===== src/rtl/bsl_pkg.sv =====
// ----------------------------------------------------------------------------
// bsl_pkg
// Shared constants for the byte stream lexer: default counter widths, token
// kinds, result queue depth and the single-character token decoder.
// ----------------------------------------------------------------------------
package bsl_pkg;

   localparam int LINE_BITS_DEFAULT   = 20;
   localparam int COLUMN_BITS_DEFAULT = 16;
   localparam int LENGTH_BITS_DEFAULT = 16;

   localparam int QUEUE_DEPTH = 4;
   localparam int KIND_BITS   = 5;

   localparam logic [KIND_BITS-1:0] KIND_EOF       = 5'd0;
   localparam logic [KIND_BITS-1:0] KIND_ADD       = 5'd1;
   localparam logic [KIND_BITS-1:0] KIND_SUB       = 5'd2;
   localparam logic [KIND_BITS-1:0] KIND_MUL       = 5'd3;
   localparam logic [KIND_BITS-1:0] KIND_DIV       = 5'd4;
   localparam logic [KIND_BITS-1:0] KIND_EQ        = 5'd5;
   localparam logic [KIND_BITS-1:0] KIND_ASSIGN    = 5'd6;
   localparam logic [KIND_BITS-1:0] KIND_LT        = 5'd7;
   localparam logic [KIND_BITS-1:0] KIND_GT        = 5'd8;
   localparam logic [KIND_BITS-1:0] KIND_LPAREN    = 5'd9;
   localparam logic [KIND_BITS-1:0] KIND_RPAREN    = 5'd10;
   localparam logic [KIND_BITS-1:0] KIND_LBRACE    = 5'd11;
   localparam logic [KIND_BITS-1:0] KIND_RBRACE    = 5'd12;
   localparam logic [KIND_BITS-1:0] KIND_COMMA     = 5'd13;
   localparam logic [KIND_BITS-1:0] KIND_SEMICOLON = 5'd14;
   localparam logic [KIND_BITS-1:0] KIND_NUMBER    = 5'd15;
   localparam logic [KIND_BITS-1:0] KIND_IDENT     = 5'd16;
   localparam logic [KIND_BITS-1:0] KIND_DEF       = 5'd17;
   localparam logic [KIND_BITS-1:0] KIND_VAL       = 5'd18;
   localparam logic [KIND_BITS-1:0] KIND_IF        = 5'd19;
   localparam logic [KIND_BITS-1:0] KIND_ELSE      = 5'd20;
   localparam logic [KIND_BITS-1:0] KIND_ERROR     = 5'd21;

   localparam logic [7:0] CHAR_NUL   = 8'h00;
   localparam logic [7:0] CHAR_TAB   = 8'h09;
   localparam logic [7:0] CHAR_LF    = 8'h0A;
   localparam logic [7:0] CHAR_CR    = 8'h0D;
   localparam logic [7:0] CHAR_SPACE = 8'h20;
   localparam logic [7:0] CHAR_SLASH = 8'h2F;
   localparam logic [7:0] CHAR_EQUAL = 8'h3D;
   localparam logic [7:0] CHAR_UNDER = 8'h5F;

   localparam logic [31:0] WORD_DEF  = 32'h0064_6566;
   localparam logic [31:0] WORD_VAL  = 32'h0076_616C;
   localparam logic [31:0] WORD_IF   = 32'h0000_6966;
   localparam logic [31:0] WORD_ELSE = 32'h656C_7365;

   // EOF code doubles as "not a single-character token"
   function automatic logic [KIND_BITS-1:0] single_kind(input logic [7:0] b);
      case (b)
         8'h2B:   single_kind = KIND_ADD;
         8'h2D:   single_kind = KIND_SUB;
         8'h2A:   single_kind = KIND_MUL;
         8'h3C:   single_kind = KIND_LT;
         8'h3E:   single_kind = KIND_GT;
         8'h28:   single_kind = KIND_LPAREN;
         8'h29:   single_kind = KIND_RPAREN;
         8'h7B:   single_kind = KIND_LBRACE;
         8'h7D:   single_kind = KIND_RBRACE;
         8'h2C:   single_kind = KIND_COMMA;
         8'h3B:   single_kind = KIND_SEMICOLON;
         default: single_kind = KIND_EOF;
      endcase
   endfunction

endpackage


===== src/rtl/bsl_result_queue.sv =====
// ----------------------------------------------------------------------------
// bsl_result_queue
// Small result queue: takes up to two words per cycle, delivers one per
// cycle while out_ready is high, and reports room for two more words.
// ----------------------------------------------------------------------------
module bsl_result_queue #(
   parameter int WIDTH = 8
) (
   input  logic             clock,
   input  logic             reset,
   input  logic             push0_valid,
   input  logic [WIDTH-1:0] push0_data,
   input  logic             push1_valid,
   input  logic [WIDTH-1:0] push1_data,
   output logic             room_two,
   output logic             out_valid,
   input  logic             out_ready,
   output logic [WIDTH-1:0] out_data
);

   localparam int DEPTH = bsl_pkg::QUEUE_DEPTH;
   localparam int IDX_W = $clog2(DEPTH);
   localparam int CNT_W = $clog2(DEPTH + 1);

   logic [WIDTH-1:0] slot_ff [DEPTH];
   logic [IDX_W-1:0] head_ff, head_in;
   logic [CNT_W-1:0] count_ff, count_in;
   logic [IDX_W-1:0] tail0, tail1;
   logic             pop;

   assign tail0     = head_ff + count_ff[IDX_W-1:0];
   assign tail1     = tail0 + IDX_W'(1);
   assign out_valid = (count_ff != '0);
   assign out_data  = slot_ff[head_ff];
   assign pop       = out_valid && out_ready;
   assign room_two  = (count_ff <= CNT_W'(DEPTH - 2));

   always_comb begin
      count_in = count_ff + CNT_W'(push0_valid) + CNT_W'(push1_valid) - CNT_W'(pop);
      head_in  = pop ? head_ff + IDX_W'(1) : head_ff;
   end

   always_ff @(posedge clock) begin
      if (reset) begin
         head_ff  <= '0;
         count_ff <= '0;
      end else begin
         head_ff  <= head_in;
         count_ff <= count_in;
      end
   end

   always_ff @(posedge clock) begin
      if (push0_valid) begin
         slot_ff[tail0] <= push0_data;
      end
      if (push1_valid) begin
         slot_ff[tail1] <= push1_data;
      end
   end

endmodule


===== src/rtl/byte_stream_lexer.sv =====
// ----------------------------------------------------------------------------
// byte_stream_lexer
// Streaming lexer: one source byte per word in, tokens with positions out.
// ----------------------------------------------------------------------------
// A token is pushed into the result queue when the byte that ends it is
// accepted, and is offered on rsp from the queue's registered slots. One byte
// per cycle while two queue entries are free; a byte that ends two tokens
// pushes both into the 4-word result queue, which feeds the single rsp port.
// Reset: line and column go to 1, offset to 0, scanner idle, queue empty.
// ----------------------------------------------------------------------------
module byte_stream_lexer #(
   parameter int LINE_BITS   = bsl_pkg::LINE_BITS_DEFAULT,
   parameter int COLUMN_BITS = bsl_pkg::COLUMN_BITS_DEFAULT,
   parameter int LENGTH_BITS = bsl_pkg::LENGTH_BITS_DEFAULT,
   localparam int RSP_BITS   = 2 * LINE_BITS + 2 * COLUMN_BITS + 32 + LENGTH_BITS,
   localparam int RSP_DATA_W = ((RSP_BITS + 7) / 8) * 8
) (
   input  logic                          clock,
   input  logic                          reset,
   input  logic                          req_tvalid,
   output logic                          req_tready,
   input  logic [7:0]                    req_tdata,  // data_byte
   input  logic                          req_tuser,  // is_end
   output logic                          rsp_tvalid,
   input  logic                          rsp_tready,
   // begin_line, begin_column, end_line, end_column, start_offset, token_length
   output logic [RSP_DATA_W-1:0]         rsp_tdata,
   output logic [bsl_pkg::KIND_BITS-1:0] rsp_tuser,  // token_kind
   output logic                          rsp_tlast   // last_of_run
);

   localparam int KB      = bsl_pkg::KIND_BITS;
   localparam int ENTRY_W = 1 + KB + RSP_BITS;

   localparam logic [2:0] MODE_IDLE    = 3'd0;
   localparam logic [2:0] MODE_SLASH   = 3'd1;
   localparam logic [2:0] MODE_EQ1     = 3'd2;
   localparam logic [2:0] MODE_NUMBER  = 3'd3;
   localparam logic [2:0] MODE_IDENT   = 3'd4;
   localparam logic [2:0] MODE_COMMENT = 3'd5;
   localparam logic [2:0] MODE_ERRORED = 3'd6;

   logic [2:0]             mode_ff, mode_in;
   logic [LINE_BITS-1:0]   line_ff, line_in, pbl_ff, pbl_in;
   logic [COLUMN_BITS-1:0] col_ff, col_in, pbc_ff, pbc_in;
   logic [31:0]            off_ff, off_in, pbo_ff, pbo_in;
   logic [LENGTH_BITS-1:0] plen_ff, plen_in;
   logic [31:0]            prefix_ff, prefix_in;

   logic [7:0]             b;
   logic                   accept, is_end;
   logic                   is_ws, is_digit, is_letter, is_identc;
   logic [KB-1:0]          one_kind, flush_kind, ident_kind;
   logic                   has_pending, do_idle;
   logic [LINE_BITS-1:0]   adv_line;
   logic [COLUMN_BITS-1:0] adv_col;
   logic [31:0]            adv_off;
   logic [LENGTH_BITS-1:0] len_plus;

   logic                   r0_valid, r1_valid;
   logic [KB-1:0]          r0_kind, r1_kind;
   logic [LINE_BITS-1:0]   r1_bl, r1_el;
   logic [COLUMN_BITS-1:0] r1_bc, r1_ec;
   logic [31:0]            r1_off;
   logic [LENGTH_BITS-1:0] r1_len;
   logic [RSP_BITS-1:0]    r0_bits, r1_bits;
   logic                   p0_valid, p1_valid;
   logic [ENTRY_W-1:0]     p0_data, p1_data, q_data;

   assign b         = req_tdata;
   assign accept    = req_tvalid && req_tready;
   assign is_end    = req_tuser || (b == bsl_pkg::CHAR_NUL);
   assign is_ws     = (b == bsl_pkg::CHAR_SPACE) || (b == bsl_pkg::CHAR_TAB) ||
                      (b == bsl_pkg::CHAR_CR) || (b == bsl_pkg::CHAR_LF);
   assign is_digit  = (b >= 8'h30) && (b <= 8'h39);
   assign is_letter = ((b >= 8'h61) && (b <= 8'h7A)) || ((b >= 8'h41) && (b <= 8'h5A));
   assign is_identc = is_digit || is_letter || (b == bsl_pkg::CHAR_UNDER);
   assign one_kind  = bsl_pkg::single_kind(b);

   always_comb begin
      if (b == bsl_pkg::CHAR_LF) begin
         adv_line = (line_ff != '1) ? line_ff + LINE_BITS'(1) : line_ff;
         adv_col  = COLUMN_BITS'(1);
      end else begin
         adv_line = line_ff;
         adv_col  = (col_ff != '1) ? col_ff + COLUMN_BITS'(1) : col_ff;
      end
      adv_off  = (off_ff != '1) ? off_ff + 32'd1 : off_ff;
      len_plus = (plen_ff != '1) ? plen_ff + LENGTH_BITS'(1) : plen_ff;
   end

   always_comb begin
      if (plen_ff == LENGTH_BITS'(3) && prefix_ff == bsl_pkg::WORD_DEF) begin
         ident_kind = bsl_pkg::KIND_DEF;
      end else if (plen_ff == LENGTH_BITS'(3) && prefix_ff == bsl_pkg::WORD_VAL) begin
         ident_kind = bsl_pkg::KIND_VAL;
      end else if (plen_ff == LENGTH_BITS'(2) && prefix_ff == bsl_pkg::WORD_IF) begin
         ident_kind = bsl_pkg::KIND_IF;
      end else if (plen_ff == LENGTH_BITS'(4) && prefix_ff == bsl_pkg::WORD_ELSE) begin
         ident_kind = bsl_pkg::KIND_ELSE;
      end else begin
         ident_kind = bsl_pkg::KIND_IDENT;
      end
      has_pending = 1'b1;
      case (mode_ff)
         MODE_SLASH:  flush_kind = bsl_pkg::KIND_DIV;
         MODE_EQ1:    flush_kind = bsl_pkg::KIND_ASSIGN;
         MODE_NUMBER: flush_kind = bsl_pkg::KIND_NUMBER;
         MODE_IDENT:  flush_kind = ident_kind;
         default: begin
            flush_kind  = bsl_pkg::KIND_EOF;
            has_pending = 1'b0;
         end
      endcase
   end

   always_comb begin
      mode_in   = mode_ff;
      line_in   = line_ff;
      col_in    = col_ff;
      off_in    = off_ff;
      pbl_in    = pbl_ff;
      pbc_in    = pbc_ff;
      pbo_in    = pbo_ff;
      plen_in   = plen_ff;
      prefix_in = prefix_ff;
      r0_valid  = 1'b0;
      r0_kind   = flush_kind;
      r1_valid  = 1'b0;
      r1_kind   = bsl_pkg::KIND_EOF;
      r1_bl     = line_ff;
      r1_bc     = col_ff;
      r1_el     = line_ff;
      r1_ec     = col_ff;
      r1_off    = off_ff;
      r1_len    = '0;
      do_idle   = 1'b0;
      if (accept) begin
         if (is_end) begin
            r0_valid = has_pending;
            r1_valid = 1'b1;
            mode_in  = MODE_IDLE;
            line_in  = LINE_BITS'(1);
            col_in   = COLUMN_BITS'(1);
            off_in   = '0;
            plen_in  = '0;
         end else begin
            case (mode_ff)
               MODE_ERRORED: begin
               end
               MODE_COMMENT: begin
                  line_in = adv_line;
                  col_in  = adv_col;
                  off_in  = adv_off;
                  if (b == bsl_pkg::CHAR_LF) begin
                     mode_in = MODE_IDLE;
                  end
               end
               MODE_SLASH: begin
                  if (b == bsl_pkg::CHAR_SLASH) begin
                     line_in = adv_line;
                     col_in  = adv_col;
                     off_in  = adv_off;
                     mode_in = MODE_COMMENT;
                  end else begin
                     r0_valid = 1'b1;
                     do_idle  = 1'b1;
                  end
               end
               MODE_EQ1: begin
                  if (b == bsl_pkg::CHAR_EQUAL) begin
                     line_in  = adv_line;
                     col_in   = adv_col;
                     off_in   = adv_off;
                     plen_in  = len_plus;
                     r1_valid = 1'b1;
                     r1_kind  = bsl_pkg::KIND_EQ;
                     r1_bl    = pbl_ff;
                     r1_bc    = pbc_ff;
                     r1_off   = pbo_ff;
                     r1_el    = adv_line;
                     r1_ec    = adv_col;
                     r1_len   = len_plus;
                     mode_in  = MODE_IDLE;
                  end else begin
                     r0_valid = 1'b1;
                     do_idle  = 1'b1;
                  end
               end
               MODE_NUMBER: begin
                  if (is_digit) begin
                     line_in = adv_line;
                     col_in  = adv_col;
                     off_in  = adv_off;
                     plen_in = len_plus;
                  end else begin
                     r0_valid = 1'b1;
                     do_idle  = 1'b1;
                  end
               end
               MODE_IDENT: begin
                  if (is_identc) begin
                     if (plen_ff < LENGTH_BITS'(4)) begin
                        prefix_in = {prefix_ff[23:0], b};
                     end
                     line_in = adv_line;
                     col_in  = adv_col;
                     off_in  = adv_off;
                     plen_in = len_plus;
                  end else begin
                     r0_valid = 1'b1;
                     do_idle  = 1'b1;
                  end
               end
               default: begin
                  do_idle = 1'b1;
               end
            endcase
            if (do_idle) begin
               mode_in = MODE_IDLE;
               if (is_ws) begin
                  line_in = adv_line;
                  col_in  = adv_col;
                  off_in  = adv_off;
               end else if (one_kind != bsl_pkg::KIND_EOF) begin
                  r1_valid = 1'b1;
                  r1_kind  = one_kind;
                  r1_el    = adv_line;
                  r1_ec    = adv_col;
                  r1_len   = LENGTH_BITS'(1);
                  line_in  = adv_line;
                  col_in   = adv_col;
                  off_in   = adv_off;
               end else if ((b == bsl_pkg::CHAR_SLASH) || (b == bsl_pkg::CHAR_EQUAL) ||
                            is_digit || is_letter) begin
                  if (b == bsl_pkg::CHAR_SLASH) begin
                     mode_in = MODE_SLASH;
                  end else if (b == bsl_pkg::CHAR_EQUAL) begin
                     mode_in = MODE_EQ1;
                  end else if (is_digit) begin
                     mode_in = MODE_NUMBER;
                  end else begin
                     mode_in   = MODE_IDENT;
                     prefix_in = {24'd0, b};
                  end
                  pbl_in  = line_ff;
                  pbc_in  = col_ff;
                  pbo_in  = off_ff;
                  plen_in = LENGTH_BITS'(1);
                  line_in = adv_line;
                  col_in  = adv_col;
                  off_in  = adv_off;
               end else begin
                  r1_valid = 1'b1;
                  r1_kind  = bsl_pkg::KIND_ERROR;
                  mode_in  = MODE_ERRORED;
               end
            end
         end
      end
   end

   // flushed token ends at the current position
   assign r0_bits = {plen_ff, pbo_ff, col_ff, line_ff, pbc_ff, pbl_ff};
   assign r1_bits = {r1_len, r1_off, r1_ec, r1_el, r1_bc, r1_bl};

   always_comb begin
      if (r0_valid) begin
         p0_valid = 1'b1;
         p0_data  = {!r1_valid, r0_kind, r0_bits};
         p1_valid = r1_valid;
         p1_data  = {1'b1, r1_kind, r1_bits};
      end else begin
         p0_valid = r1_valid;
         p0_data  = {1'b1, r1_kind, r1_bits};
         p1_valid = 1'b0;
         p1_data  = {1'b1, r1_kind, r1_bits};
      end
   end

   always_ff @(posedge clock) begin
      if (reset) begin
         mode_ff <= MODE_IDLE;
         line_ff <= LINE_BITS'(1);
         col_ff  <= COLUMN_BITS'(1);
         off_ff  <= '0;
         plen_ff <= '0;
      end else begin
         mode_ff <= mode_in;
         line_ff <= line_in;
         col_ff  <= col_in;
         off_ff  <= off_in;
         plen_ff <= plen_in;
      end
   end

   always_ff @(posedge clock) begin
      pbl_ff    <= pbl_in;
      pbc_ff    <= pbc_in;
      pbo_ff    <= pbo_in;
      prefix_ff <= prefix_in;
   end

   bsl_result_queue #(
      .WIDTH(ENTRY_W)
   ) u_queue (
      .clock      (clock),
      .reset      (reset),
      .push0_valid(p0_valid),
      .push0_data (p0_data),
      .push1_valid(p1_valid),
      .push1_data (p1_data),
      .room_two   (req_tready),
      .out_valid  (rsp_tvalid),
      .out_ready  (rsp_tready),
      .out_data   (q_data)
   );

   assign rsp_tdata = RSP_DATA_W'(q_data[RSP_BITS-1:0]);
   assign rsp_tuser = q_data[RSP_BITS +: KB];
   assign rsp_tlast = q_data[ENTRY_W-1];

   a_end_resets : assert property (@(posedge clock) disable iff (reset)
      accept && is_end |=> mode_ff == MODE_IDLE && line_ff == LINE_BITS'(1) &&
                           col_ff == COLUMN_BITS'(1) && off_ff == '0)
      else $error("end of buffer did not return scanner to start");

   a_end_gives_rsp : assert property (@(posedge clock) disable iff (reset)
      accept && is_end |=> rsp_tvalid)
      else $error("end of buffer produced no token");

   a_error_freezes : assert property (@(posedge clock) disable iff (reset)
      mode_ff == MODE_ERRORED && !(accept && is_end) |=>
         $stable(off_ff) && mode_ff == MODE_ERRORED)
      else $error("position moved after an illegal byte");

endmodule

===== config.mk =====
export PLATFORM = sky130hd
export DESIGN_NAME = byte_stream_lexer
export DESIGN_NICKNAME = d
export VERILOG_FILES = /design/src/rtl/bsl_pkg.sv /design/src/rtl/bsl_result_queue.sv /design/src/rtl/byte_stream_lexer.sv
export SDC_FILE = /design/constraint.sdc
export NUM_CORES = 1
export LEC_CHECK = 0
export BUFFER_PORTS_ARGS = -buffer_cell sky130_fd_sc_hd__buf_2
export CORE_MARGIN = 3
export CORE_UTILIZATION = 60
export DETAILED_ROUTE_END_ITERATION = 16
export GPL_TIMING_DRIVEN = 0
export PLACE_DENSITY_LB_ADDON = 0.2
export SKIP_LAST_GASP = 1
export SYNTH_ARGS = -nofsm -noshare
export SYNTH_HDL_FRONTEND = slang
export SYNTH_SLANG_ARGS = --single-unit

===== constraint.sdc =====
create_clock -name clock -period 6.3 [get_ports clock]
set_clock_uncertainty 0.15 [all_clocks]
set_input_delay 0.945 -clock clock [delete_from_list [all_inputs] [get_ports clock]]
set_output_delay 0.945 -clock clock [all_outputs]
set_load 0.01 [all_outputs]

==> impl_metrics.tcl <==
set metrics [dict create \
    nFillCells 3816 \
    yosys-top-cells-area "edfxtp_1 54%, a22o_1 8.7%, mux4_2 8.5%, dfxtp_1 5.9%, nor2_1 1.8%" \
    yosysUniqueCellTypes 93 \
    wl_per_cell_um 26.5 \
    hold_viol 0 \
    design_area_um2 37600 \
    regArea_um2 20000 \
    slew_headroom 0.169 \
    cts_root_buf "clkbuf_16" \
    startpoint_type "flop" \
    leakagePower_uw 0.0132 \
    synth_compound_area_frac 0.169 \
    gp_congestion 0.951 \
    critPathMaxStageDelay_ns 0.87 \
    syn-num-nets 2545 \
    dpl-instance-area_um2 35200 \
    dpl.hpwl_um 62700 \
    tns_ns 0 \
    multiInputGateArea_um2 12300 \
    setup_slack_ns 1.20 \
    synth_most_common_cell "edfxtp_1" \
    cts_setup_buffers 0 \
    gr-total-overflow 0 \
    dieArea_um2 58600 \
    power_density_nw_per_um2 365 \
    grt_usage 0.319 \
    drt_first_pass_iters 10 \
    clk_pin_slew_ns 0.06 \
    slew_viol_final 0 \
    synthAdderAreaFrac 0.00457 \
    pin_count 141 \
    async_flop_share 0 \
    setup_viol 0 \
    status "completed" \
    via_count 24500 \
    crit_slowest_cell "clkbuf_1" \
    synth-xor-area-share 0.00524 \
    clockBufferDepth 3 \
    crit_required_ns 5.20 \
    cts_buffers 73 \
    synth_area_um2 33400 \
    synthTopCellsByCount "600 x edfxtp_1, 331 x a22o_1, 159 x nor2_1, 156 x nand2_1, 138 x clkbuf_1" \
    maxCapViolCount 0 \
    die_y_um 242 \
    yosysTopAreaCell "edfxtp_1" \
    viasPerCell 6.93 \
    core_um2 54500 \
    synth_mux_area_frac 0.0874 \
    port_buffers 139 \
    grt_max_degree 84 \
    hp-class "flop to flop" \
    max_freq_mhz 196 \
    path_common_cell "clkbuf_1" \
    ant_nets 0 \
    die_w_um 242 \
    grt_pass1_vias 24000 \
    worst_pin_slew_ns 1.25 \
    clock_latency_ns 0.63 \
    cp.arrival_ns 4.00 \
    cts_tree "done" \
    crit_fanout 10 \
    end_kind "output port" \
    setup.worst_path.class "flop to output port" \
    period_share 0.809 \
    drc 0 \
    routed_wl_um 93900 \
    synth-simple-area-share 0.101 \
    ir_drop_uv 264 \
    path_cells "clkbuf_1 -> clkbuf_1 -> buf_1 -> mux4_2 -> buf_2" \
    synth_ff_type "edfxtp_1" \
    synth_cells 2521 \
    htreeDepth 3 \
    cts_hold_buf 0 \
    drtIter0Drc 2939 \
    syn2layout_area_growth_pct 12.6 \
    synth_top_area_frac 0.539 \
    final.min_clock_period_ns 5.10 \
    clock-sinks 698 \
    synth_top_family_by_area "compound AO/OA/AOI/OAI gates" \
    initial_core_util 0.614 \
    dp_slack_ns 0.850 \
    antenna_found_initial 3 \
    grt_setup_unrepaired "false" \
    rows 85 \
    avgSynthCellArea_um2 13.3 \
    synth_seq_cells 698 \
    antennaDiodeCount 0 \
    synth_edf_count 600 \
    drive_above_1_share 0.184 \
    yosys_warnings 0 \
    fin_cells 3539 \
    synth-seq-area-share 0.598 \
    layout.nets 2765 \
    grt_pass1_wl_um 144000 \
    postCtsResizedCells 0 \
    placed_cells 3405 \
]
==> cells in the final DEF (no fill, tap or decap), types with 17 or more instances in the layout <==
cell       count
o211ai_1      21
nand4_1       17
nor2_1       158
dfxtp_1       98
or4_1         19
nand3_1       68
clkbuf_1     154
o21ai_0       49
clkbuf_16     75
and2_1        77
a31oi_1       49
buf_1         24
a21o_1        21
buf_2        193
a22o_1       331
edfxtp_1     600
nor3_1        37
o22ai_1       31
or3_1         18
inv_1         28
a21oi_1       93
nand2_1      156
mux4_2       126
==> path summary, 6_finish.rpt <==
path,startpoint,endpoint,slack [ns],cells past startpoint
hold / removal,off_ff[28]$_SDFFE_PP0P_,pbo_ff[28]$_DFFE_PP_,0.27,0
hold reg to reg,off_ff[28]$_SDFFE_PP0P_,pbo_ff[28]$_DFFE_PP_,0.27,0
setup / recovery,flop,rsp_tdata[104],1.20,5
setup reg to reg,mode_ff[2]$_SDFFE_PP0P_,u_queue.slot_ff[2][117]$_DFFE_PP_,1.51,11
==> registers in the layout, summed over array words and instances (netlist names), named ones only <==
signal,cells
u_queue.slot_ff,504
line_ff,20
u_queue.head_ff,2
mode_ff,3
pbo_ff,32
pbc_ff,16
col_ff,16
u_queue.count_ff,3
off_ff,32
prefix_ff,32
pbl_ff,20
plen_ff,16
==> worst max-delay path, delay by kind of cell (launching register included) <==
family | cells | cell delay, ns
multiplexers | 1 | 0.69
flip-flops | 1 | 0.31
buffers and inverters | 4 | 2.37
==> metal layers <==
metal,routed length (um),vias to the layer above,track usage
met5,31,-,0
met2,45200,1489,0.514
li1,-,10500,-
met4,2920,6,0.106
met1,36700,12300,0.442
met3,9120,223,0.0626
==> through the flow <==
stage	hold slack (ns)	power, uW	util
3_5_place_dp	0.263	9450	0.647
6_report	0.273	13700	0.691
2_1_floorplan	0.253	8080	-
3_3_place_gp	0.256	9400	0.644
4_1_cts	0.269	13800	0.691
5_1_grt	0.287	14200	0.691
==> kinds of logic after synthesis <==
logic type / count (synthesis)
compound gates: 731
fa+ha+maj: 11
mux: 134
simple gates: 660
buf+inv: 267
xor+xnor: 20
flops: 698
==> final cells by class <==
| cell class | count | area share |
|---|---|---|
| plain buffers | 236 | 0.0281 |
| clock buffers | 96 | 0.0533 |
| flip-flops and latches | 698 | 0.531 |
| multi-input cells | 1556 | 0.327 |
| repair buffers | 145 | 0.0225 |
| inverters | 31 | 0.00309 |
| clock inverters | 38 | 0.0107 |
| well taps | 739 | 0.0246 |
==> power breakdown <==
part	total, uW	switching (uW)	internal [uW]	leakage [uW]
registers	5880	162	5720	0.00695
logic	3510	2340	1170	0.00503
clock network	4360	1820	2540	0.00118
Power figures use the tool's default switching activity.
